**src/hw/rtl/bilinear_table_interpolator_core_assert.svh**
```systemverilog
// assertion macros shared by the interpolator rtl
// expects clk and arst_n in the scope where a macro is used
`ifndef BILINEAR_TABLE_INTERPOLATOR_CORE_ASSERT_SVH
`define BILINEAR_TABLE_INTERPOLATOR_CORE_ASSERT_SVH

// implication checked on every clock edge outside reset
`define BTI_ASSERT_IMPL(lbl, ante, cons, msg) \
	lbl: assert property (@(posedge clk) disable iff (!arst_n) (ante) |-> (cons)) \
		else $error(msg);

// condition that holds on every clock edge outside reset
`define BTI_ASSERT_ALWAYS(lbl, cond, msg) \
	lbl: assert property (@(posedge clk) disable iff (!arst_n) (cond)) \
		else $error(msg);

`endif

```
**src/hw/rtl/bti_pkg.sv**
```systemverilog
// shared types, constants and helpers of the bilinear table interpolator
// no dependencies
package bti_pkg;

	localparam int DATA_W     = 32;
	localparam int FRAC_BITS  = 24;
	localparam int CFG_IDX_W  = 3;
	localparam int CFG_DATA_W = 32;

	// command codes
	localparam logic CMD_WRITE = 1'b0;
	localparam logic CMD_QUERY = 1'b1;

	// configuration register indexes
	localparam logic [CFG_IDX_W-1:0] REG_ENERGY_ORIGIN       = 3'd0;
	localparam logic [CFG_IDX_W-1:0] REG_ENERGY_INV_STEP     = 3'd1;
	localparam logic [CFG_IDX_W-1:0] REG_DENSITY_INV_STEP    = 3'd2;
	localparam logic [CFG_IDX_W-1:0] REG_DENSITY_POINTS_USED = 3'd3;
	localparam logic [CFG_IDX_W-1:0] REG_ENERGY_POINTS_USED  = 3'd4;

	// register reset values
	localparam logic [31:0] ENERGY_ORIGIN_RST       = 32'd0;
	localparam logic [31:0] ENERGY_INV_STEP_RST     = 32'd3273523;
	localparam logic [31:0] DENSITY_INV_STEP_RST    = 32'd3254955;
	localparam logic [8:0]  DENSITY_POINTS_USED_RST = 9'd150;
	localparam logic [10:0] ENERGY_POINTS_USED_RST  = 11'd1000;

	localparam logic signed [31:0] INT32_MAX = 32'sh7fff_ffff;
	localparam logic signed [31:0] INT32_MIN = 32'sh8000_0000;

	// clip a 42 bit signed sum to the signed 32 bit range
	function automatic logic signed [31:0] sat32(input logic signed [41:0] v);
		if (v > 42'sd2147483647) begin
			return INT32_MAX;
		end else if (v < -42'sd2147483648) begin
			return INT32_MIN;
		end else begin
			return v[31:0];
		end
	endfunction

endpackage

```
**src/hw/rtl/bti_lerp.sv**
```systemverilog
// linear blend a + floor((b - a) * f / 2^24) with signed 32 bit saturation
// three register stages, uses bti_pkg::sat32
module bti_lerp (
	input  logic               clk,
	input  logic signed [31:0] a,
	input  logic signed [31:0] b,
	input  logic signed [31:0] f,
	output logic signed [31:0] y
);
	import bti_pkg::*;

	logic signed [31:0] a_s1;
	logic signed [32:0] d_s1;
	logic signed [31:0] f_s1;
	logic signed [31:0] a_s2;
	logic signed [64:0] p_s2;
	logic signed [31:0] y_s3;

	logic signed [64:0] prod;
	logic signed [41:0] sum;

	always_ff @(posedge clk) begin
		a_s1 <= a;
		d_s1 <= 33'(b) - 33'(a);
		f_s1 <= f;
	end

	assign prod = 65'(d_s1) * 65'(f_s1);

	always_ff @(posedge clk) begin
		a_s2 <= a_s1;
		p_s2 <= prod;
	end

	// arithmetic shift of the product is the floor division
	assign sum = 42'(a_s2) + 42'($signed(p_s2[64:FRAC_BITS]));

	always_ff @(posedge clk) begin
		y_s3 <= sat32(sum);
	end

	assign y = y_s3;

endmodule

```
**config.mk**
```make
export PLATFORM = sky130hd
export DESIGN_NAME = bti_lerp
export DESIGN_NICKNAME = d
export VERILOG_FILES = /design/src/hw/rtl/bilinear_table_interpolator_core_assert.svh /design/src/hw/rtl/bti_pkg.sv /design/src/hw/rtl/bti_lerp.sv
export SDC_FILE = /design/constraint.sdc
export NUM_CORES = 2
export LEC_CHECK = 0
export CAP_MARGIN = 30
export CELL_PAD_IN_SITES_DETAIL_PLACEMENT = 1
export CELL_PAD_IN_SITES_GLOBAL_PLACEMENT = 2
export CORE_AREA = 2 2 320 322
export CTS_BUF_LIST = sky130_fd_sc_hd__clkbuf_4 sky130_fd_sc_hd__clkbuf_8 sky130_fd_sc_hd__clkbuf_16
export DETAILED_ROUTE_END_ITERATION = 16
export DIE_AREA = 0 0 322 324
export DONT_BUFFER_PORTS = 1
export GPL_TIMING_DRIVEN = 0
export PLACE_DENSITY_LB_ADDON = 0.1
export SYNTH_ARGS = -nofsm -noshare
export SYNTH_HDL_FRONTEND = slang
export SYNTH_SLANG_ARGS = --single-unit
```
**constraint.sdc**
```tcl
create_clock -name clk -period 10 [get_ports clk]
set_input_delay 2 -clock clk [delete_from_list [all_inputs] [get_ports clk]]
set_output_delay 2 -clock clk [all_outputs]
set_load 0.03 [all_outputs]
```
### Word level (Yosys, flattened, before mapping)

Index checks and enable logic that the tools add are counted.

| storage, ports and cells | value |
|---|---|
| flip-flop bits (word level) | 226 |
| latch bits | 0 |
| RAM bits | 0 |
| ROM bits | 0 |
| bits of input ports | 97 |
| output and inout bits | 32 |
| memories kept | 0 |

| operators by class | value |
|---|---|
| $add $sub $neg | 2 |
| multiply operators | 1 |
| divide/modulo/power cells | 0 |
| order comparisons | 2 |
| equality and inequality tests | 0 |
| shifts and indexed selects | 0 |
| mux-type cells | 1 |
| bitwise logic cells | 0 |
| reduce and logical (&&, ||, !) cells | 0 |

Operators by type and width:

| cell | number |
|---|---|
| multiplier 33 x 32 -> 65 bit | 1 |
| adder 32 x 41 -> 42 bit | 1 |
| greater-than comparator 42 x 32 -> 1 bit, second input constant | 1 |
| less-than comparator 42 x 32 -> 1 bit, second input constant | 1 |
| subtractor 32 x 32 -> 33 bit | 1 |
| two-way mux 32 bit | 1 |

### Logic depth before layout (Yosys ltp)

| logic depth | value |
|---|---|
| depth after elaboration | 3 |
| gate-level depth with buffers | 28 |
| gate-level depth less buffers | 27 |

### Worst setup path before layout

Ideal clock, no wire load.

| timing path | value |
|---|---|
| kind | register -> register |
| start point | reg d_s1[32] |
| end point | reg p_s2[64] |
| arrival time | 7.934 ns |
| data required time | 9.879 ns |
| path slack | 1.945 ns |
| cell stages (with the launch flop) | 25 |
| path buffers | 1 |
| period minus slack after synthesis | 8.055 ns |
| path through | dfxtp_1 > clkbuf_1 > nand2_1 > inv_1 > fa_1 > fa_1 > fa_1 > fa_1 > inv_1 > fa_1 > inv_1 > fa_1 > inv_1 > fa_1 > inv_1 > fa_1 > ha_1 > nand4_1 > nor3_1 > or3b_2 > o21a_1 > o41ai_1 > a21oi_1 > a31o_2 > xnor2_1 |

| between the ends | value |
|---|---|
| longest elaborated chain between the ends | 1 |

RTL lines:

| item | line | RTL |
|---|---|---|
| start: declaration | bti_lerp.sv:13 | `logic signed [32:0] d_s1;` |
| start signal: assignment | bti_lerp.sv:24 | `d_s1 <= 33'(b) - 33'(a);` |
| multiplier 33 x 32 -> 65 bit | bti_lerp.sv:28 | `assign prod = 65'(d_s1) * 65'(f_s1);` |
| named net prod[64] | bti_lerp.sv:19 | `logic signed [64:0] prod;` |
| end signal: assignment | bti_lerp.sv:32 | `p_s2 <= prod;` |
| end: declaration | bti_lerp.sv:16 | `logic signed [64:0] p_s2;` |

The timed path passes the listed nets, and every way through them passes these cells.
A chain may end at the register's enable or synchronous reset.

### Final worst setup path

Ends and elaborated chain as after synthesis.

==> flow_summary.json <==
{
  "status": "complete, no violations",
  "grt_antenna_before_repair": 10,
  "drv_cap": 0,
  "synthCells": 4607,
  "grt_pass1_vias": 35441,
  "holdBufCountCts": 0,
  "final_hold_viol_count": 0,
  "synth_xor_xnor_area_share": 0.0214,
  "first_pass_iters": 5,
  "cp-start-kind": "register",
  "core_mm2": 0.101,
  "drt-met1-wl_um": 65300,
  "holdPathEnd": "a_s2[9]",
  "fin_nets": 6120,
  "seq_area_frac_synth": 0.0915,
  "cpMaxStageDelayCell": "fa_2",
  "vias": 32103,
  "criticalPathCategory": "register to register",
  "highest_layer": "met5",
  "insertion_delay_ns": 0.63,
  "cts.clk_slew.worst_paths_ns": 0.06,
  "drc": 0,
  "die_h_um": 324,
  "synth_edf_count": 0,
  "synth-compound-area-share": 0.0560,
  "r2r_slack_ns": 0.27,
  "r2r_start": "d_s1[32]",
  "cp_max_fo": 11,
  "dieWidth_um": 322,
  "fin_skew_ns": 0.0296,
  "drive_gt1_frac": 0.0233,
  "path_common_cell": "fa_1",
  "fmax_ghz": 0.103,
  "setup.worst_path.end_class": "register",
  "pre_cts_ws_ns": -0.625,
  "port_buffers": 0,
  "worstHoldPathType": "register to register",
  "gp_congestion": 0.978,
  "synth-simple-area-share": 0.148,
  "slew_headroom": 0.252,
  "layout_min_cycle_time_ns": 9.73,
  "synth_seq_cells": 202,
  "worstHoldStart": "a_s1[9]",
  "yosysUniqueCellTypes": 75,
  "grt_usage": 0.322,
  "fillers": 11576,
  "dpl-instance-area_mm2": 0.0461,
  "cp_data_arrival_time_ns": 10.24,
  "die-area_mm2": 0.104,
  "wl_met3_um": 8720,
  "drt_iter0_markers": 1773,
  "ant_nets": 0,
  "drv_slew": 0,
  "core.rowCount": 117,
  "synthArstFlopShare": 0,
  "wl_per_cell_um": 27.1,
  "ys.flop_type": "dfxtp_1",
  "yosys_warnings": 0,
  "ioPinCount": 129,
  "r2r-end": "p_s2[64]",
  "syn_nets": 6072,
  "h-tree-depth": 1,
  "hpwlAfterDp_um": 142000,
  "cts_tree": "built",
  "max_slew.worst_pin.slew_ns": 1.12,
  "final_area_mm2": 0.0471,
  "critPathMaxStageDelay_ns": 0.85,
  "fin_crit_sh": 0.973,
  "numCtsBuffers": 26,
  "avgSynthCellArea_um2": 9.59,
  "setup_viol": 0,
  "hold_depth": 0,
  "synth.area.mux_share": 0.000227,
  "cts_root_buf": "clkbuf_16",
  "cts.sinks": 202,
  "rsz0062_at_grt": "yes",
  "grt_pass1_wl_um": 239000,
  "wl_um": 162000,
  "setup_ws_ns": 0.265,
  "clockBufferDepth": 3,
  "cts_post_setup_buffers_inserted": 0,
  "worstPathCellList": "clkbuf_2, nand2_1, inv_1, fa_1, fa_1, fa_2, fa_2, inv_1, fa_1, inv_1, fa_1, inv_1, fa_1, inv_1, fa_1, ha_1, nand4_1, nor3_1, or3b_2, o21a_1, o41ai_2, a21oi_1, a31o_2, xnor2_1",
  "reg2reg_depth": 24,
  "initial_core_util": 0.437,
  "routed_via_density": 5.35,
  "tns_ns": 0,
  "netlist_area_mm2": 0.0442,
  "critPathRequiredTime_ns": 10.51,
  "wl_met2_um": 79000,
  "synth_top_family_by_area": "adder cells",
  "grt_start_max_net_pins": 24,
  "area_delta_synth_final_pct": 6.59,
  "overflow": 0,
  "synthAdderAreaFrac": 0.576
}
## routing by layer
layer,global-route usage,vias up
met4,0.148,4
met1,0.411,17116
met3,0.0390,292
met5,0,-
met2,0.547,1027
li1,-,13664
## layout by cell type (no fill, tap or decap), types with 15 or more instances in the layout
cell type / netlist / layout
a21o_1: 45 / 45
a21oi_1: 97 / 97
and2_1: 526 / 526
and3_1: 15 / 15
clkbuf_1: 198 / 191
clkbuf_16: 0 / 26
dfxtp_1: 202 / 202
fa_1: 1113 / 1111
ha_1: 255 / 255
inv_1: 1043 / 1043
nand2_1: 559 / 559
nand2b_1: 20 / 20
nand3_1: 26 / 26
nand4_1: 16 / 16
nor2_1: 87 / 87
o21a_1: 27 / 27
o21ai_0: 59 / 59
o21ai_1: 30 / 30
xnor2_1: 72 / 72
xor2_1: 36 / 36
## critical path, delay by kind of cell (launching register included)
family | cells | cell delay (ns)
buffers and inverters | 6 | 1.24
DFF | 1 | 0.61
AOI/OAI and AO/OA | 4 | 1.16
and+or+nand+nor | 4 | 1.31
xor gates and xnor gates | 1 | 0.26
adders and majority gates | 9 | 5.00
## what timing repair did
action,4_1_cts,5_1_grt
resized for setup,3,14
pin swaps,0,0
endpoints found under the setup margin,9,7
## registers in the layout, summed over array words and instances, names as in the netlist
signal / cells
a_s1: 32
a_s2: 32
d_s1: 33
f_s1: 32
p_s2: 41
y: 32
## layout make-up
class	count	area (um^2)	share of cell area
diodes	11	27.5	0.000584
clock buffers	29	692	0.0147
flip-flops and latches	202	4040	0.0859
inverters	1044	3920	0.0832
plain buffers	206	798	0.0169
multi-input cells	3155	35500	0.753
well taps	1309	1640	0.0348
repair buffers	20	259	0.00550
clock inverters	19	264	0.00561
## synthesized netlist by cell type (5+ instances only)
master / n / area [um^2]
inv_1: 1043 / 3920
clkbuf_1: 198 / 743
xnor2_1: 72 / 631
o31ai_1: 10 / 75.1
o21ai_0: 59 / 295
a31oi_1: 10 / 62.6
o21bai_1: 12 / 90.1
xor2_1: 36 / 315
a211oi_1: 12 / 90.1
nand3_1: 26 / 130
a21boi_0: 7 / 52.6
fa_1: 1113 / 22300
and3_1: 15 / 93.8
o21ai_1: 30 / 150
o21a_1: 27 / 203
nand2_1: 559 / 2100
dfxtp_1: 202 / 4040
nor2b_1: 13 / 81.3
a21oi_1: 97 / 485
nor2_1: 87 / 327
a21o_1: 45 / 338
ha_1: 255 / 3190
nor3_1: 13 / 65.1
nand3b_1: 5 / 37.5
o211ai_1: 7 / 52.6
and2_1: 526 / 3290
nand2b_1: 20 / 125
a311oi_1: 5 / 43.8
or3_1: 6 / 37.5
nand4_1: 16 / 100
## worst max path at each step
stage | from | end | slack, ns | depth (start not counted)
2_1_floorplan | d_s1[32] | p_s2[64] | 1.95 | 24
3_3_place_gp | d_s1[20] | p_s2[64] | -0.80 | 23
3_5_place_dp | d_s1[32] | p_s2[64] | -0.63 | 24
4_1_cts | d_s1[32] | p_s2[64] | 0.05 | 24
5_1_grt | d_s1[32] | p_s2[64] | -0.02 | 24
6_report | d_s1[32] | p_s2[64] | 0.27 | 24
## per-stage QoR
stage                      util  std cells  hold slack, ns
after global routing      0.466       5984           0.328
after CTS                 0.465       5981           0.325
after detailed placement  0.456       5933           0.313
after global placement    0.454       5916           0.311
after floorplan               -       4607           0.310
final                     0.466       5995           0.324
## cells by family after synthesis
kind of cell,Yosys count
fa+ha+maj,1368
xor+xnor,108
simple gates,1304
flops,202
buf+inv,1250
mux,1
compound gates,374
Power is not shown: default switching activity piles up to over one toggle a cycle in this logic, so the estimate is an artifact.
