**config.mk**
```make
export PLATFORM = sky130hd
export DESIGN_NAME = bti_locate
export DESIGN_NICKNAME = d
export VERILOG_FILES = /design/src/hw/rtl/bilinear_table_interpolator_core_assert.svh /design/src/hw/rtl/bti_pkg.sv /design/src/hw/rtl/bti_locate.sv
export SDC_FILE = /design/constraint.sdc
export NUM_CORES = 2
export LEC_CHECK = 0
export ABC_AREA = 1
export BUFFER_PORTS_ARGS = -buffer_cell sky130_fd_sc_hd__buf_2
export CELL_PAD_IN_SITES_DETAIL_PLACEMENT = 0
export CELL_PAD_IN_SITES_GLOBAL_PLACEMENT = 2
export CORE_ASPECT_RATIO = 1.1
export CORE_UTILIZATION = 39
export CTS_BUF_LIST = sky130_fd_sc_hd__clkbuf_4
export CTS_CLUSTER_DIAMETER = 120
export DETAILED_ROUTE_END_ITERATION = 7
export GPL_TIMING_DRIVEN = 0
export PLACE_DENSITY = 0.82
export SLEW_MARGIN = 20
export SYNTH_ARGS = -nofsm -noshare
export SYNTH_HDL_FRONTEND = slang
export SYNTH_SLANG_ARGS = --single-unit
```
**constraint.sdc**
```tcl
create_clock -name clk -period 14.4 [get_ports clk]
set_clock_uncertainty 0.2 [all_clocks]
set_input_delay 0 -clock clk [delete_from_list [all_inputs] [get_ports clk]]
set_output_delay 0 -clock clk [all_outputs]
set_load 0.03 [all_outputs]
```
**src/hw/rtl/bilinear_table_interpolator_core_assert.svh**
```systemverilog
// assertion macros shared by the interpolator rtl
// expects clk and arst_n in the scope where a macro is used
`ifndef BILINEAR_TABLE_INTERPOLATOR_CORE_ASSERT_SVH
`define BILINEAR_TABLE_INTERPOLATOR_CORE_ASSERT_SVH

// implication checked on every clock edge outside reset
`define BTI_ASSERT_IMPL(lbl, ante, cons, msg) \
	lbl: assert property (@(posedge clk) disable iff (!arst_n) (ante) |-> (cons)) \
		else $error(msg);

// condition that holds on every clock edge outside reset
`define BTI_ASSERT_ALWAYS(lbl, cond, msg) \
	lbl: assert property (@(posedge clk) disable iff (!arst_n) (cond)) \
		else $error(msg);

`endif

```
**src/hw/rtl/bti_pkg.sv**
```systemverilog
// shared types, constants and helpers of the bilinear table interpolator
// no dependencies
package bti_pkg;

	localparam int DATA_W     = 32;
	localparam int FRAC_BITS  = 24;
	localparam int CFG_IDX_W  = 3;
	localparam int CFG_DATA_W = 32;

	// command codes
	localparam logic CMD_WRITE = 1'b0;
	localparam logic CMD_QUERY = 1'b1;

	// configuration register indexes
	localparam logic [CFG_IDX_W-1:0] REG_ENERGY_ORIGIN       = 3'd0;
	localparam logic [CFG_IDX_W-1:0] REG_ENERGY_INV_STEP     = 3'd1;
	localparam logic [CFG_IDX_W-1:0] REG_DENSITY_INV_STEP    = 3'd2;
	localparam logic [CFG_IDX_W-1:0] REG_DENSITY_POINTS_USED = 3'd3;
	localparam logic [CFG_IDX_W-1:0] REG_ENERGY_POINTS_USED  = 3'd4;

	// register reset values
	localparam logic [31:0] ENERGY_ORIGIN_RST       = 32'd0;
	localparam logic [31:0] ENERGY_INV_STEP_RST     = 32'd3273523;
	localparam logic [31:0] DENSITY_INV_STEP_RST    = 32'd3254955;
	localparam logic [8:0]  DENSITY_POINTS_USED_RST = 9'd150;
	localparam logic [10:0] ENERGY_POINTS_USED_RST  = 11'd1000;

	localparam logic signed [31:0] INT32_MAX = 32'sh7fff_ffff;
	localparam logic signed [31:0] INT32_MIN = 32'sh8000_0000;

	// clip a 42 bit signed sum to the signed 32 bit range
	function automatic logic signed [31:0] sat32(input logic signed [41:0] v);
		if (v > 42'sd2147483647) begin
			return INT32_MAX;
		end else if (v < -42'sd2147483648) begin
			return INT32_MIN;
		end else begin
			return v[31:0];
		end
	endfunction

endpackage

```
**src/hw/rtl/bti_locate.sv**
```systemverilog
// grid locator for one axis: magnitude, scale by reciprocal step, cell and fraction
// three register stages, uses bti_pkg constants
module bti_locate #(
	parameter int CW = 8
) (
	input  logic                clk,
	input  logic signed [32:0]  diff,
	input  logic [31:0]         inv_step,
	input  logic [CW-1:0]       last_cell,
	output logic [CW-1:0]       cell_idx,
	output logic signed [31:0]  frac
);
	import bti_pkg::*;

	logic              neg_s2;
	logic [32:0]       mag_s2;
	logic              neg_s3;
	logic [47:0]       scaled_s3;
	logic [CW-1:0]     cell_s4;
	logic signed [31:0] frac_s4;

	logic [64:0]       prod;
	logic [23:0]       cell_full;
	logic [47:0]       over;
	logic [CW-1:0]     cell_n;
	logic signed [31:0] frac_n;

	always_ff @(posedge clk) begin
		neg_s2 <= diff[32];
		mag_s2 <= diff[32] ? 33'(-diff) : 33'(diff);
	end

	// product < 2^64, drop 16 bits to land in q.24
	assign prod = 65'(mag_s2) * 65'(inv_step);

	always_ff @(posedge clk) begin
		neg_s3    <= neg_s2;
		scaled_s3 <= prod[63:16];
	end

	assign cell_full = scaled_s3[47:FRAC_BITS];
	assign over      = scaled_s3 - (48'(last_cell) << FRAC_BITS);

	always_comb begin
		if (neg_s3) begin
			cell_n = '0;
			if (scaled_s3 > 48'h0000_8000_0000) begin
				frac_n = INT32_MIN;
			end else begin
				frac_n = -$signed(scaled_s3[31:0]);
			end
		end else if (cell_full > 24'(last_cell)) begin
			// beyond the last cell: extrapolate, clip far values
			cell_n = last_cell;
			frac_n = (over[47:31] != '0) ? INT32_MAX : $signed(over[31:0]);
		end else begin
			cell_n = cell_full[CW-1:0];
			frac_n = $signed({8'd0, scaled_s3[FRAC_BITS-1:0]});
		end
	end

	always_ff @(posedge clk) begin
		cell_s4 <= cell_n;
		frac_s4 <= frac_n;
	end

	assign cell_idx = cell_s4;
	assign frac     = frac_s4;

endmodule

```
* After elaboration in Yosys (flattened, before gate mapping) *
Cells that the tools add are included.

storage, ports and cells
  bits in registers = 123
  bits in latches = 0
  bits in writable memories = 0
  bits in read-only memories = 0
  memories = 0

cells by class
  $add $sub $neg = 3
  $mul = 1
  div/mod/pow operators = 0
  magnitude comparators = 2
  equality and inequality tests = 0
  shifts and indexed selects = 0
  muxes and demuxes = 6
  bitwise gates (word level) = 0
  reduce and logical (&&, ||, !) cells = 1

operators by type and width
  operator                                                         number
  two-way mux 32 bit                                               5
  multiplier 33 x 32 -> 64 bit                                     1
  greater-than comparator 48 x 32 -> 1 bit, second input constant  1
  subtractor 48 x 32 -> 48 bit                                     1
  negation 33 bit                                                  1
  negation 32 bit                                                  1
  greater-than comparator 24 x 8 -> 1 bit                          1
  nonzero test 17 bit                                              1
  two-way mux 8 bit                                                1

* Depth between registers and ports, before layout *
  depth after elaboration = 5
  gate-level depth with buffers = 33
  mapped depth without buffers = 31

* Worst setup path after synthesis *
Ideal clock, no wire load.

  path type = register -> register
  start point = register mag_s2[29]
  end point = register scaled_s3[46]
  library setup time = 0.112 ns
  arrival time = 6.191 ns
  data required time = 14.088 ns
  slack = 7.896 ns
  stages on the path, launching flop included = 25
  path buffers = 1
  clock period less this slack = 6.504 ns
  path through = dfxtp_1 > clkbuf_1 > nand2_1 > fa_1 > inv_1 > fa_1 > fa_1 > inv_1 > fa_1 > inv_1 > fa_1 > fa_1 > fa_1 > inv_1 > fa_1 > inv_1 > ha_1 > a21oi_1 > o21ai_0 > a21oi_1 > o21ai_0 > a21oi_1 > nand2_1 > nand2_1 > nand2_1

between the ends
  longest elaborated chain between the ends = 1

ends and longest elaborated chain
  what                          RTL line          RTL
  start: declaration            bti_locate.sv:16  logic [32:0] mag_s2;
  start signal: assignment      bti_locate.sv:30  mag_s2 <= diff[32] ? 33'(-diff) : 33'(diff);
  multiplier 33 x 32 -> 64 bit  bti_locate.sv:34  assign prod = 65'(mag_s2) * 65'(inv_step);
  via prod[62]                  bti_locate.sv:22  logic [64:0] prod;
  end signal: assignment        bti_locate.sv:38  scaled_s3 <= prod[63:16];
  end: declaration              bti_locate.sv:18  logic [47:0] scaled_s3;

The timed path passes the listed nets, and every way through them passes these cells.
A chain may end at the register's enable or synchronous reset.

* Worst setup path after layout *
  start point = register mag_s2[28]
  end point = register scaled_s3[26]

The elaborated chain is that of the path after synthesis.

==> reports/summary.md <==
- **DRT met1 WL** 66,300 um
- **Critical Path Sink Type** register
- **placement row count** 124
- **cells after synthesis** 5,414
- **multi-input logic area** 31,500 um2
- **Yosys warning count** 0
- **GRT Overall Usage** 32.3%
- **WHS Path Cells** 6
- **first drt pass iteration count** 6
- **register-to-register path setup slack** 5.61 ns
- **maximum clock insertion buffer count** 2
- **Area Growth Syn to Fin** 8.92%
- **number of resized instances in the post-cts repair step** 0
- **Max Cap Viol** 0
- **number of hold-slack violations in the final timing report** 0
- **endpoint of the most critical register-to-register path** scaled_s3[26]$_DFF_P_
- **TritonCTS buffer count** 17
- **Setup Crit Path Kind** register to register
- **largest net degree at the start of global routing** 17
- **number of DRC markers in iteration 0** 2,442
- **detailed-route vias per instance** 4.95
- **Seq/Total Area, Yosys** 6.00%
- **DR WL met3** 10,500 um
- **maximum fanout encountered on the critical timing path** 10
- **routed wire length per instance** 23.8 um
- **arrival time at the worst endpoint** 9.23 ns
- **count of unresolved DRC violations after routing** 0
- **Worst Setup Slack post-DPL** 5.77 ns
- **net count reported at finish** 6,900
- **biggest area contributors in the synthesized netlist** sky130_fd_sc_hd__fa_1, sky130_fd_sc_hd__inv_1, sky130_fd_sc_hd__nand2_1
- **biggest area consumer among synthesized cells** sky130_fd_sc_hd__fa_1
- **CTS tree** built
- **Root Driver** sky130_fd_sc_hd__clkbuf_4
- **Die Ht** 342 um
- **width of the die** 311 um
- **share of cells above drive strength 1** 3.13%
- **FILL cells** 10,900
- **HPWL after detailed placement** 142,000 um
- **DRT Wirelength** 167,000 um
- **commonest cells after routing, fill and taps aside** sky130_fd_sc_hd__inv_1, sky130_fd_sc_hd__nand2_1, sky130_fd_sc_hd__fa_1
- **setup_tns** 0 ns
- **Mapped Nets** 6,678
- **initial antenna violation count** 9
- **Starting Density** 39.4%
- **area of the core region** 104,000 um2
- **most common cell after layout, fill and taps aside** sky130_fd_sc_hd__inv_1
- **vias in the first global route** 37,400
- **endpoints failing setup** 0
- **setup repair after global routing missed its margin** false
- **required time of the critical path** 14.84 ns
- **sequential cell area in the final layout** 2460 um2
- **number of flops mapped to enable cells by yosys** 0
- **highest metal layer used by the detailed router** met5
- **Least-Margin Pin Slew** 1.26 ns
- **IO Pins** 114
- **length in cells of the worst reg-to-reg path** 25
- **CTS sink count** 123
- **nature of the critical path startpoint** register
- **total standard cell area after synthesis** 41,100 um2
- **source of the worst register-to-register timing path** mag_s2[28]$_DFF_P_
- **count of port buffers added during placement** 83
- **launch instance of the worst min-delay path** last_cell[0]
- **fraction of registers with async set or reset after synthesis** 0%
- **routed length on met2** 79,100 um
- **register bit count reported by yosys** 123
- **highest attainable clock frequency** 114 MHz
- **weighted congestion at the end of routability-driven global placement** 0.951
- **Reg clk slew, reported paths** 0.16 ns
- **count of cell types in the netlist** 46
- **share of the synthesized area in the top cell type** 45.1%
- **min setup slack post-route** 5.61 ns
- **Final min period** 8.79 ns
- **syn_area_per_cell** 7.59 um2
- **full die area** 107,000 um2
- **source-to-sink clock delay at the later pin of the worst-skew pair** 0.83 ns
- **Final Max Tran Viols** 0
- **htree depth** 4
- **result of the run** complete, no violations
- **Final ANT Viol Nets** 0
- **wire length of the first global-routing pass** 246,000 um
- **ratio of final minimum period to clock period** 61.1%
- **Post-synth top flop** sky130_fd_sc_hd__dfxtp_1
- **worst slew slack as a fraction of its limit** 15.7%
- **Hold EP** frac[24]$_DFF_P_
- **GRT overflow** 0
- **hold crit path type** primary input to register
- **total via count after detailed routing** 34,800
## critical path, stage by stage (launching register included)
cell and delay, ns:
sky130_fd_sc_hd__dfxtp_1 0.82, sky130_fd_sc_hd__clkbuf_1 0.84, sky130_fd_sc_hd__nand2_1 0.18, sky130_fd_sc_hd__fa_1 0.55, sky130_fd_sc_hd__inv_1 0.06, sky130_fd_sc_hd__fa_1 0.53
sky130_fd_sc_hd__fa_1 0.55, sky130_fd_sc_hd__inv_1 0.06, sky130_fd_sc_hd__fa_1 0.50, sky130_fd_sc_hd__inv_1 0.06, sky130_fd_sc_hd__fa_1 0.67, sky130_fd_sc_hd__fa_1 0.47
sky130_fd_sc_hd__fa_1 0.50, sky130_fd_sc_hd__inv_1 0.05, sky130_fd_sc_hd__fa_1 0.55, sky130_fd_sc_hd__inv_1 0.07, sky130_fd_sc_hd__ha_1 0.42, sky130_fd_sc_hd__nand2_1 0.13
sky130_fd_sc_hd__nor2_1 0.16, sky130_fd_sc_hd__inv_1 0.07, sky130_fd_sc_hd__nor3_1 0.14, sky130_fd_sc_hd__inv_1 0.10, sky130_fd_sc_hd__o21ai_0 0.49, sky130_fd_sc_hd__a21oi_1 0.09
sky130_fd_sc_hd__nand2_1 0.15, sky130_fd_sc_hd__xor2_1 0.27
## logic make-up after synthesis
| family | count (synthesis) | share of synthesized area, % |
|---|---|---|
| simple gates | 1865 | 18.0 |
| xor+xnor | 97 | 2.07 |
| flops | 123 | 6.00 |
| buf+inv | 1875 | 17.2 |
| fa+ha+maj | 1190 | 53.2 |
| compound gates | 264 | 3.58 |
## final cells by class
| type | count | area share (%) |
|---|---|---|
| diodes | 4 | 0.0224 |
| plain buffers | 238 | 2.10 |
| clock buffers | 17 | 0.285 |
| clock inverters | 15 | 0.344 |
| inverters | 1637 | 13.7 |
| multi-input cells | 3416 | 70.5 |
| flip-flops and latches | 123 | 5.51 |
| well taps | 1386 | 3.88 |
| repair buffers | 203 | 3.63 |
## cell usage after synthesis (5+ instances only)
master	instances
sky130_fd_sc_hd__xor2_1	80
sky130_fd_sc_hd__xnor2_1	17
sky130_fd_sc_hd__fa_1	925
sky130_fd_sc_hd__nand4_1	23
sky130_fd_sc_hd__nor2_1	224
sky130_fd_sc_hd__clkbuf_1	226
sky130_fd_sc_hd__inv_2	8
sky130_fd_sc_hd__inv_1	1628
sky130_fd_sc_hd__buf_1	7
sky130_fd_sc_hd__a31oi_1	10
sky130_fd_sc_hd__o21ai_2	10
sky130_fd_sc_hd__o21ai_0	85
sky130_fd_sc_hd__nand2_1	1438
sky130_fd_sc_hd__nor2_2	5
sky130_fd_sc_hd__nand3_1	109
sky130_fd_sc_hd__a21o_1	9
sky130_fd_sc_hd__o21bai_1	8
sky130_fd_sc_hd__nor4_1	13
sky130_fd_sc_hd__nor3_1	24
sky130_fd_sc_hd__ha_1	265
sky130_fd_sc_hd__nand2_2	8
sky130_fd_sc_hd__a21oi_1	117
sky130_fd_sc_hd__dfxtp_1	123
sky130_fd_sc_hd__o21ai_1	7
sky130_fd_sc_hd__nand3_2	6
## layer usage
metal	track usage [%]	up-vias
met5	0	-
met4	18.4	6
met3	4.68	346
met2	54.7	1259
met1	39.4	17500
li1	-	15700
## state kept, by name (all words and copies together) (netlist names)
register / flops
cell_idx: 8
mag_s2: 33
neg_s3: 1
frac: 32
neg_s2: 1
scaled_s3: 48
## worst max-delay path by stage
stage / start / end / slack, ns / depth (start not counted)
2_1_floorplan: mag_s2[29]$_DFF_P_ / scaled_s3[46]$_DFF_P_ / 7.90 / 24
3_3_place_gp: inv_step[19] / scaled_s3[31]$_DFF_P_ / 5.77 / 22
3_5_place_dp: mag_s2[28]$_DFF_P_ / scaled_s3[31]$_DFF_P_ / 5.77 / 23
4_1_cts: mag_s2[28]$_DFF_P_ / scaled_s3[26]$_DFF_P_ / 5.77 / 25
5_1_grt: mag_s2[28]$_DFF_P_ / scaled_s3[31]$_DFF_P_ / 5.38 / 23
6_report: mag_s2[28]$_DFF_P_ / scaled_s3[26]$_DFF_P_ / 5.61 / 25
## through the flow
stage | utilization (%) | std cells | instance area [um2] | hold slack (ns)
4_1_cts | 43.0 | 7035 | 44700 | 0.00159
2_1_floorplan | - | 5414 | 41100 | -0.172
5_1_grt | 43.0 | 7038 | 44700 | 0.0800
3_5_place_dp | 41.5 | 6885 | 43300 | -0.0607
6_report | 43.0 | 7039 | 44700 | 0.0672
3_3_place_gp | 41.5 | 6883 | 43200 | -0.0773
## repair_timing
item | 4_1_cts | 5_1_grt
buffers inserted | 0 | 0
hold buffers | 118 | 0
endpoints found under the hold margin | 51 | 0
Power is left out: the tool's default activity adds up to more than one toggle a clock period on the data nets, which glitch-free logic cannot reach.
