`config.mk`:
```
export PLATFORM = sky130hd
export DESIGN_NAME = bti_bank
export DESIGN_NICKNAME = d
export VERILOG_FILES = /design/src/hw/rtl/bilinear_table_interpolator_core_assert.svh /design/src/hw/rtl/bti_pkg.sv /design/src/hw/rtl/bti_bank.sv
export SDC_FILE = /design/constraint.sdc
export NUM_CORES = 1
export LEC_CHECK = 0
export ABC_AREA = 1
export BUFFER_PORTS_ARGS = -buffer_cell sky130_fd_sc_hd__buf_4
export CAP_MARGIN = 10
export CORE_ASPECT_RATIO = 0.9
export CORE_MARGIN = 4
export CORE_UTILIZATION = 52
export DETAILED_ROUTE_END_ITERATION = 10
export PLACE_DENSITY = 0.77
export SLEW_MARGIN = 30
export SYNTH_ARGS = -nofsm -noshare
export SYNTH_HDL_FRONTEND = slang
export SYNTH_SLANG_ARGS = --single-unit
```
`constraint.sdc`:
```
create_clock -name clk -period 2.8 [get_ports clk]
set_input_delay 0.42 -clock clk [delete_from_list [all_inputs] [get_ports clk]]
set_output_delay 0.42 -clock clk [all_outputs]
set_load 0.01 [all_outputs]
```
`src/hw/rtl/bilinear_table_interpolator_core_assert.svh`:
```
// assertion macros shared by the interpolator rtl
// expects clk and arst_n in the scope where a macro is used
`ifndef BILINEAR_TABLE_INTERPOLATOR_CORE_ASSERT_SVH
`define BILINEAR_TABLE_INTERPOLATOR_CORE_ASSERT_SVH

// implication checked on every clock edge outside reset
`define BTI_ASSERT_IMPL(lbl, ante, cons, msg) \
	lbl: assert property (@(posedge clk) disable iff (!arst_n) (ante) |-> (cons)) \
		else $error(msg);

// condition that holds on every clock edge outside reset
`define BTI_ASSERT_ALWAYS(lbl, cond, msg) \
	lbl: assert property (@(posedge clk) disable iff (!arst_n) (cond)) \
		else $error(msg);

`endif

```
`src/hw/rtl/bti_pkg.sv`:
```
// shared types, constants and helpers of the bilinear table interpolator
// no dependencies
package bti_pkg;

	localparam int DATA_W     = 32;
	localparam int FRAC_BITS  = 24;
	localparam int CFG_IDX_W  = 3;
	localparam int CFG_DATA_W = 32;

	// command codes
	localparam logic CMD_WRITE = 1'b0;
	localparam logic CMD_QUERY = 1'b1;

	// configuration register indexes
	localparam logic [CFG_IDX_W-1:0] REG_ENERGY_ORIGIN       = 3'd0;
	localparam logic [CFG_IDX_W-1:0] REG_ENERGY_INV_STEP     = 3'd1;
	localparam logic [CFG_IDX_W-1:0] REG_DENSITY_INV_STEP    = 3'd2;
	localparam logic [CFG_IDX_W-1:0] REG_DENSITY_POINTS_USED = 3'd3;
	localparam logic [CFG_IDX_W-1:0] REG_ENERGY_POINTS_USED  = 3'd4;

	// register reset values
	localparam logic [31:0] ENERGY_ORIGIN_RST       = 32'd0;
	localparam logic [31:0] ENERGY_INV_STEP_RST     = 32'd3273523;
	localparam logic [31:0] DENSITY_INV_STEP_RST    = 32'd3254955;
	localparam logic [8:0]  DENSITY_POINTS_USED_RST = 9'd150;
	localparam logic [10:0] ENERGY_POINTS_USED_RST  = 11'd1000;

	localparam logic signed [31:0] INT32_MAX = 32'sh7fff_ffff;
	localparam logic signed [31:0] INT32_MIN = 32'sh8000_0000;

	// clip a 42 bit signed sum to the signed 32 bit range
	function automatic logic signed [31:0] sat32(input logic signed [41:0] v);
		if (v > 42'sd2147483647) begin
			return INT32_MAX;
		end else if (v < -42'sd2147483648) begin
			return INT32_MIN;
		end else begin
			return v[31:0];
		end
	endfunction

endpackage

```
`src/hw/rtl/bti_bank.sv`:
```
// one bank of table storage: single port ram with registered read data
// uses bti_pkg for the entry width
module bti_bank #(
	parameter int DEPTH = 2,
	parameter int AW    = 1
) (
	input  logic                        clk,
	input  logic                        we,
	input  logic [AW-1:0]               addr,
	input  logic [bti_pkg::DATA_W-1:0]  wdata,
	output logic [bti_pkg::DATA_W-1:0]  rdata
);
	import bti_pkg::*;

	logic [DATA_W-1:0] mem_q [DEPTH];
	logic [DATA_W-1:0] rdata_q;

	always_ff @(posedge clk) begin
		if (we) begin
			mem_q[addr] <= wdata;
		end
		rdata_q <= mem_q[addr];
	end

	assign rdata = rdata_q;

endmodule

```
* Word level (Yosys, flattened, before mapping)
Memory sizes are Yosys's and may differ from the RTL's. A register that Yosys moved wholly into a read port is not among the register bits. Index checks and enable logic that the tools add are counted.
Cells by class: muxes and demuxes 2
Operators by type and width (count):
- $mux W1 | 2
Storage, ports and cells: memories kept 1, bits in writable memories 64, logic and storage cells 3, flip-flop bits (word level) 0, output and inout bits 32, input bits 35
Memory list:
- mem_q | words 2, bits a word 32, read ports 1, clocked after memory_dff 1, write ports 1, RTL line bti_bank.sv:15 | logic [DATA_W-1:0] mem_q [DEPTH];

* Longest topological paths before layout
Gate-level depths: netlist (run 1).
word-level depth 2, depth in mapped cells 5, gate-level depth less buffers 3

* Worst setup path before layout (run 1)
Ideal clock, no wire load.
path kind input to register, start input port addr, end memory mem_q[0][0], enable pin, stages on the path 3, arrival 2.043 ns, setup time 0.422 ns, required time 2.378 ns, path buffers 2, path slack 0.336 ns, cells stage by stage buf_6 buf_6 nor2_1
RTL lines:
- start, declared | RTL line bti_bank.sv:9 | input logic [AW-1:0] addr,
- end, declared | RTL line bti_bank.sv:15
Straight into the memory's write port.

* Final worst setup path (run 1)
start input port addr, end memory mem_q[0][1], enable pin
Straight into the memory's write port.

==> results of run 1 <==
[final timing paths]
path,slack (ns),depth (start not counted),end,start
max,1.40,3,mem_q[0][1],addr
min,0.25,1,mem_q[1][27],wdata[27]
min reg2reg,0.44,2,rdata[2],mem_q[1][2]
max reg2reg,2.11,2,rdata[15],mem_q[1][15]
[registers in the layout (all words and copies together), names as in the netlist]
signal	count
mem_q	64
rdata	32
[layer usage]
layer,GRT usage,part of all wire
met1,0.169,0.41
met2,0.231,0.50
met3,0.0667,0.081
met4,0.0498,0.0091
met5,0,0
[stage by stage]
stage / cells / worst slack, ns / total power [µW]
detailed placement: 335 / 1.02 / 1890
CTS: 351 / 1.40 / 2720
floorplan: 204 / 0.336 / 1770
global route: 351 / 1.32 / 2800
global placement: 335 / 1.05 / 1880
finish: 351 / 1.40 / 2680
[cell families (layout without fill, tap and decap cells)]
kind of cell,after synthesis,count (layout),synth area share
simple gates,98,98,0.129
flops,96,96,0.840
buf+inv,10,87,0.0316
[cell type report]
cell class              instances  area [µm²]
clock buffers                  13         170
clock inverters                 3        25.0
fillers                       402        1920
inverters                       3        16.3
multi-input cells              98         400
flip-flops and latches         96        2560
well taps                      70        87.6
repair buffers                 68         510
[where the power goes]
part	switching [µW]	leakage [µW]	internal, µW
registers	27.1	0.000870	1620
clock network	422	0.0000950	405
logic	107	0.000638	100
total	557	0.00160	2130
[cells in the mapped netlist]
cell,n,area (µm²)
buf_12,1,20.0
edfxtp_1,64,1920
inv_1,2,7.51
nand2_2,10,62.6
nand2_1,87,327
buf_4,2,15.0
buf_6,4,45.0
inv_6,1,8.76
nor2_1,1,3.75
dfxtp_1,32,641
[critical path: stages]
cell    delay, ns
buf_4        0.24
nor2_4       0.42
buf_4        0.34
==> impl_metrics.json, run 1 <==
{
  "setup_viol": 0,
  "drt_iter0_drc": 101,
  "clk_latency_ns": 0.35,
  "cts_tree": "yes",
  "drtAntennaViolNets": 0,
  "ir_drop_v": 0.000413,
  "cts_buffers": 9,
  "cap_violations": 0,
  "ios": 67,
  "grt_util_all_layers": 0.144,
  "via_per_inst": 4.60,
  "syn_area_per_cell_um2": 15.0,
  "cp-end-kind": "flop",
  "finalNetCount": 311,
  "p_leak_uw": 0.00160,
  "yosys_warnings": 0,
  "final_cell_mix": "nand2_1, buf_4, edfxtp_1",
  "yosys_register_bits": 96,
  "die_area_mm2": 0.00716,
  "slew_headroom": 0.710,
  "hold_slack_ns": 0.252,
  "final_cell_area_mm2": 0.00377,
  "drt_wl_total_um": 4620,
  "cts_setup_buffers": 0,
  "syn_inst": 204,
  "outcome": "complete, no violations",
  "rsz0062_at_grt": "false",
  "cp_max_fo": 35,
  "antenna_cells": 0,
  "grt-ovfl-total": 0,
  "dp_hpwl_um": 3020,
  "worst_pin_slew_ns": 0.434,
  "core-area_mm2": 0.00569,
  "cellPowerDensity_mw_per_mm2": 711,
  "grt_pass1_wl_um": 7260,
  "grt_pass1_vias": 1507,
  "syn_nets": 239,
  "grt_max_degree": 36,
  "finalCriticalPeriod_ns": 1.40,
  "routabilityCongestion": 0.640,
  "cts_resized": 0,
  "wl_per_cell_um": 13.2,
  "worstPathArrival_ns": 1.44,
  "period_share": 0.502,
  "die_x_um": 88.8,
  "synth.distinct_cells": 10,
  "finalHoldViolations": 0,
  "layout_commonest_cell": "nand2_1",
  "place_area_mm2": 0.00358,
  "required_ns": 2.84,
  "io_buffers": 66,
  "finalMaxSlewViolations": 0,
  "h-tree-depth": 3,
  "final_util": 0.663,
  "antenna_found_initial": 0,
  "syn2layout_area_growth_pct": 23.6,
  "num_vias": 1614,
  "skew_ns": 0.00942,
  "fmax_ghz": 0.712,
  "postCtsHoldBufs": 0,
  "min_path_type": "input pin to flop",
  "die_height_um": 80.7,
  "clock-sinks": 96,
  "path_class": "input pin to flop",
  "clkTransAtPathRegs_ns": 0.09,
  "cts-root-buf": "clkbuf_8",
  "start_util": 0.536,
  "startpoint_type": "input pin",
  "synth_area_mm2": 0.00305,
  "clk_path_buf_depth": 2,
  "placementRows": 26,
  "synth-seq-area-share": 0.840,
  "drc_errors": 0,
  "fin_setup_tns_ns": 0,
  "drive_gt1_frac": 0.335,
  "drt_pre_antenna_iters": 4
}
Note: power is estimated with default switching activity, not from simulation.
==> inputs of run 2 (changes only) <==
--- a/config.mk
+++ b/config.mk
@@ -5,14 +5,14 @@
 export SDC_FILE = /design/constraint.sdc
 export NUM_CORES = 1
 export LEC_CHECK = 0
-export ABC_AREA = 1
+export ABC_AREA = 0
 export BUFFER_PORTS_ARGS = -buffer_cell sky130_fd_sc_hd__buf_4
 export CAP_MARGIN = 10
 export CORE_ASPECT_RATIO = 0.9
 export CORE_MARGIN = 4
-export CORE_UTILIZATION = 52
+export CORE_UTILIZATION = 53
 export DETAILED_ROUTE_END_ITERATION = 10
-export PLACE_DENSITY = 0.77
+export PLACE_DENSITY = 0.78
 export SLEW_MARGIN = 30
 export SYNTH_ARGS = -nofsm -noshare
 export SYNTH_HDL_FRONTEND = slang
==> constraint.sdc (replaced) <==
create_clock -name clk -period 1.3 [get_ports clk]
set_input_delay 0.195 -clock clk [delete_from_list [all_inputs] [get_ports clk]]
set_output_delay 0.195 -clock clk [all_outputs]
set_load 0.01 [all_outputs]
==> impl_metrics.json, run 2 <==
{
  "fmax_ghz": 0.993,
  "timing.rr.end": "rdata[14]",
  "critPathMaxStageDelay_ns": 0.35,
  "clkTransAtPathRegs_ns": 0.09,
  "synth_common_cells": "edfxtp_1, dfxtp_1, mux2_4, mux2_2, buf_12",
  "finalMaxSlewViolations": 0,
  "yosysMostFrequentCell": "edfxtp_1",
  "holdPathEnd": "mem_q[1][20]",
  "clk_latency_ns": 0.34,
  "drt_pre_antenna_iters": 4,
  "drtAntennaViolNets": 0,
  "intPower_uw": 5100,
  "clk_path_buf_depth": 2,
  "hold_slack_ns": 0.0322,
  "h-tree-depth": 3,
  "r2r_slack_ns": 0.54,
  "p_leak_uw": 0.00160,
  "critical-path-top-delay-family": "flip-flops",
  "syn_area_per_cell_um2": 23.2,
  "placementRows": 26,
  "crit_chain": "buf_4",
  "p_sw_frac": 0.189,
  "synth.distinct_cells": 9,
  "cp-end-kind": "output pin",
  "ir_drop_v": 0.00104,
  "cap_violations": 0,
  "worst_pin_slew_ns": 0.332,
  "muxShareOfSynthArea": 0.150,
  "sequentialPowerShare": 0.566,
  "fin_ws_ns": 0.293,
  "finalCriticalPeriod_ns": 1.01,
  "outcome": "complete, no violations",
  "final_cell_area_mm2": 0.00394,
  "finalHoldViolations": 0,
  "yosys-top-cells-area": "edfxtp_1, dfxtp_1, mux2_4, mux2_2, buf_12",
  "antenna_cells": 0,
  "rsz0062_at_grt": "false",
  "cp_slowest_cell": "dfxtp_1",
  "switchingPower_uw": 1190,
  "final_cell_mix": "buf_4, edfxtp_1, dfxtp_1",
  "drt_wl_total_um": 4440,
  "yosys_warnings": 0,
  "die_height_um": 80.6,
  "slew_headroom": 0.779,
  "antenna_found_initial": 0,
  "syn2layout_area_growth_pct": 26.8,
  "top_register": "mem_q",
  "startpoint_type": "flop",
  "drc_errors": 0,
  "grt_max_degree": 30,
  "crit_buf_inv": 1,
  "clock-sinks": 96,
  "cts_resized": 0,
  "grt-ovfl-total": 0,
  "startpoint": "rdata[28]",
  "ios": 67,
  "drt_iter0_drc": 49,
  "grt_pass1_vias": 1456,
  "place_area_mm2": 0.00370,
  "skew_ns": 0.0117,
  "synth_top_area_cell": "edfxtp_1",
  "largest_reg_flops": 64,
  "syn_nets": 169,
  "cts_setup_buffers": 0,
  "grt_util_all_layers": 0.137,
  "synth_xor_area_frac": 0,
  "io_buffers": 66,
  "die_x_um": 88.7,
  "reg2reg_depth": 1,
  "synth_top_family_by_area": "multiplexers",
  "cts_buffers": 9,
  "start_util": 0.546,
  "pre_cts_slack_ns": 0.202,
  "p_clk_frac": 0.352,
  "core-area_mm2": 0.00569,
  "drive_gt1_frac": 0.550,
  "dp.cells": 272,
  "r2r_start": "mem_q[1][14]",
  "cts-root-buf": "clkbuf_8",
  "cellPowerDensity_mw_per_mm2": 1600,
  "cp_max_fo": 1,
  "synth_area_mm2": 0.00311,
  "dp_hpwl_um": 3030,
  "holdCritStartpoint": "wdata[20]",
  "period_share": 0.775,
  "die_area_mm2": 0.00715,
  "finalNetCount": 248,
  "netlist.area_leader.share": 0.619,
  "synth_top_flop_cell": "edfxtp_1",
  "path_class": "flop to output pin",
  "whs_path_depth": 1,
  "final_util": 0.692,
  "min_path_type": "input pin to flop",
  "via_per_inst": 4.67,
  "setup_viol": 0,
  "yosys_register_bits": 96,
  "synth_edf_count": 64,
  "required_ns": 1.11,
  "postCtsHoldBufs": 0,
  "num_vias": 1344,
  "synthAdderAreaFrac": 0,
  "wl_per_cell_um": 15.4,
  "finalNonFillerCells": 288,
  "synth-seq-area-share": 0.825,
  "async_flop_share": 0,
  "combPwrFrac": 0.082,
  "cts_tree": "yes",
  "routabilityCongestion": 0.624,
  "worstPathArrival_ns": 0.81,
  "synth-compound-area-share": 0,
  "grt_pass1_wl_um": 6960,
  "layout_commonest_cell": "buf_4",
  "syn_inst": 134,
  "yosys.area_share.simple": 0.00403
}
-- run 2: final cells by class --
type / instances / area, µm²
clock buffer: 11 / 131
clock inverter: 5 / 106
fill: 356 / 1750
multi-input combinational: 34 / 487
sequential: 96 / 2560
tap: 70 / 87.6
timing repair buffer: 72 / 566
-- run 2: power groups by stage --
stage,clock network [µW],logic [µW],registers (µW)
after global placement,0,511,3620
final,2210,517,3560
after global routing,2400,554,3580
after CTS,2250,527,3560
after detailed placement,0,527,3630
after floorplan,0,217,3660
-- run 2: worst max path at each step --
stage / to / slack (ns) / cells past startpoint
after floorplan: mem_q[0][0] / -0.06 / 3
after global placement: rdata[11] / 0.23 / 3
after detailed placement: rdata[12] / 0.20 / 3
after CTS: rdata[28] / 0.28 / 1
after global routing: rdata[26] / 0.25 / 1
final: rdata[28] / 0.29 / 1
-- run 2: cells by family (layout without fill, tap and decap cells) --
kind of cell | after synthesis | in the layout
buffers and inverters | 4 | 88
and+or+nand+nor | 2 | 2
DFF | 96 | 96
muxes | 32 | 32
-- run 2: stage by stage --
step	total power [µW]	setup TNS, ns
CTS	6340	0
floorplan	3880	-2.35
finish	6290	0
detailed placement	4160	0
global route	6530	0
global placement	4130	0
-- run 2: layer usage --
metal  up-vias  wire (µm)  global-route usage
li1        658          -                   -
met4         0         55              0.0680
met2        35       2400               0.235
met5         -          0                   0
met1       645       1730               0.153
met3         6        244              0.0431
==> inputs of run 3 (changes only) <==
--- a/config.mk
+++ b/config.mk
@@ -5,14 +5,14 @@
 export SDC_FILE = /design/constraint.sdc
 export NUM_CORES = 1
 export LEC_CHECK = 0
-export ABC_AREA = 0
+export ABC_AREA = 1
 export BUFFER_PORTS_ARGS = -buffer_cell sky130_fd_sc_hd__buf_4
 export CAP_MARGIN = 10
 export CORE_ASPECT_RATIO = 0.9
 export CORE_MARGIN = 4
-export CORE_UTILIZATION = 53
+export CORE_UTILIZATION = 52
 export DETAILED_ROUTE_END_ITERATION = 10
-export PLACE_DENSITY = 0.78
+export PLACE_DENSITY = 0.77
 export SLEW_MARGIN = 30
 export SYNTH_ARGS = -nofsm -noshare
 export SYNTH_HDL_FRONTEND = slang
==> constraint.sdc (replaced) <==
create_clock -name clk -period 1.05 [get_ports clk]
set_input_delay 0.1575 -clock clk [delete_from_list [all_inputs] [get_ports clk]]
set_output_delay 0.1575 -clock clk [all_outputs]
set_load 0.01 [all_outputs]
==> impl_metrics.json, run 3 (synthesis results as in run 1) <==
{
  "crit_cells": 1,
  "cts-root-buf": "clkbuf_8",
  "nFillCells": 371,
  "drt_pre_antenna_iters": 5,
  "largest_reg_flops": 64,
  "min_path_type": "input pin to flop",
  "drt-met1-wl_um": 2120,
  "p_clk_frac": 0.370,
  "cp_max_fo": 1,
  "die_height_um": 80.7,
  "worst_pin_slew_ns": 0.283,
  "final_cell_mix": "nand2_1, buf_4, edfxtp_1",
  "grt_max_degree": 33,
  "required_ns": 0.89,
  "startpoint_type": "flop",
  "hold_slack_ns": 0.191,
  "fmax_ghz": 1.04,
  "cts_buffers": 9,
  "core-area_mm2": 0.00569,
  "power_uw": 8090,
  "die_x_um": 88.8,
  "cellPowerDensity_mw_per_mm2": 1900,
  "h-tree-depth": 3,
  "num_vias": 1849,
  "pre_cts_slack_ns": 0.0615,
  "crit_buf_inv": 1,
  "switchingPower_uw": 1580,
  "setup_viol": 0,
  "placementRows": 26,
  "grt_util_all_layers": 0.166,
  "cts_resized": 0,
  "worstPathArrival_ns": 0.80,
  "cap_violations": 0,
  "sequentialPowerShare": 0.544,
  "top_layer": "met4",
  "outcome": "complete, no violations",
  "finalHoldViolations": 0,
  "top_register": "mem_q",
  "clock-sinks": 96,
  "intPower_uw": 6510,
  "finalMaxSlewViolations": 0,
  "combPwrFrac": 0.086,
  "finalNetCount": 349,
  "wl_met3_um": 368,
  "grt-ovfl-total": 0,
  "drt_wl_total_um": 5510,
  "start_util": 0.536,
  "clk_path_buf_depth": 2,
  "cp-end-kind": "output pin",
  "critical-path-top-delay-family": "flip-flops",
  "crit_chain": "buf_4",
  "p_sw_frac": 0.196,
  "via_per_inst": 4.75,
  "drt_iter0_drc": 59,
  "place_area_mm2": 0.00367,
  "cp_slowest_cell": "dfxtp_1",
  "clkTransAtPathRegs_ns": 0.09,
  "wl_per_cell_um": 14.2,
  "r2r_slack_ns": 0.40,
  "final_cell_area_mm2": 0.00425,
  "grt_pass1_vias": 1889,
  "whs_path_depth": 3,
  "die_area_mm2": 0.00716,
  "grt_pass1_wl_um": 8590,
  "ios": 67,
  "wl_met2_um": 2910,
  "io_buffers": 66,
  "antenna_cells": 0,
  "skew_ns": 0.00545,
  "critPathMaxStageDelay_ns": 0.32,
  "ir_drop_v": 0.00122,
  "antenna_found_initial": 0,
  "p_leak_uw": 0.00181,
  "finalCriticalPeriod_ns": 0.959,
  "routabilityCongestion": 0.620,
  "reg2reg_depth": 2,
  "r2r_start": "mem_q[0][29]",
  "dp_hpwl_um": 3330,
  "fin_ws_ns": 0.0909,
  "rsz0062_at_grt": "false",
  "layout_commonest_cell": "nand2_1",
  "period_share": 0.913,
  "drtAntennaViolNets": 0,
  "cts_tree": "yes",
  "clk_latency_ns": 0.34,
  "path_class": "flop to output pin",
  "drive_gt1_frac": 0.323,
  "syn2layout_area_growth_pct": 39.2,
  "holdCritStartpoint": "addr",
  "slew_headroom": 0.811,
  "drc_errors": 0,
  "startpoint": "rdata[10]"
}
## run 3: changes by cell type in the layout (fill, tap and decap cells not counted), sizes merged
cell	previous run	this run
clkinv	1	3
nand2	0	97
nor2b	1	0
inv	0	2
nor2	0	1
mux2	32	0
and2	1	0
dlygate4sd3	0	32
bufinv	3	4
clkbuf	11	9
buf	72	74
## run 3: final cells by class
class	instances	area, µm²	area share
inverters	3	20.0	0.00471
clock buffers	9	124	0.0292
multi-input cells	98	408	0.0960
clock inverters	7	134	0.0315
repair buffers	106	913	0.215
well taps	70	87.6	0.0206
flip-flops and latches	96	2560	0.603
## run 3: layer usage
metal | vias to the layer above | global-route usage
li1 | 891 | -
met1 | 890 | 0.178
met2 | 58 | 0.296
met3 | 10 | 0.0492
met4 | 0 | 0.0770
met5 | - | 0
## run 3: timing repair
item / CTS / global route
hold endpoints to repair: 62 / 0
setup endpoints to repair: 0 / 0
buffers inserted: 0 / 0
hold buffers: 32 / 0
## run 3: power groups by stage
stage	logic (µW)	clock network (µW)	registers (µW)
global route	763	3170	4430
detailed placement	605	0	4490
finish	697	2990	4400
global placement	590	0	4480
CTS	703	3030	4400
floorplan	204	0	4530
## run 3: through the flow
stage,util,std cells,TNS [ns]
global placement,0.645,341,0
floorplan,-,204,-14.73
global route,0.746,389,0
detailed placement,0.645,341,0
CTS,0.746,389,0
finish,0.746,389,0
## run 3: path summary, 6_finish.rpt
path	end
setup / recovery	rdata[10]
hold / removal	rdata[28]
setup reg to reg	rdata[29]
hold reg to reg	rdata[27]
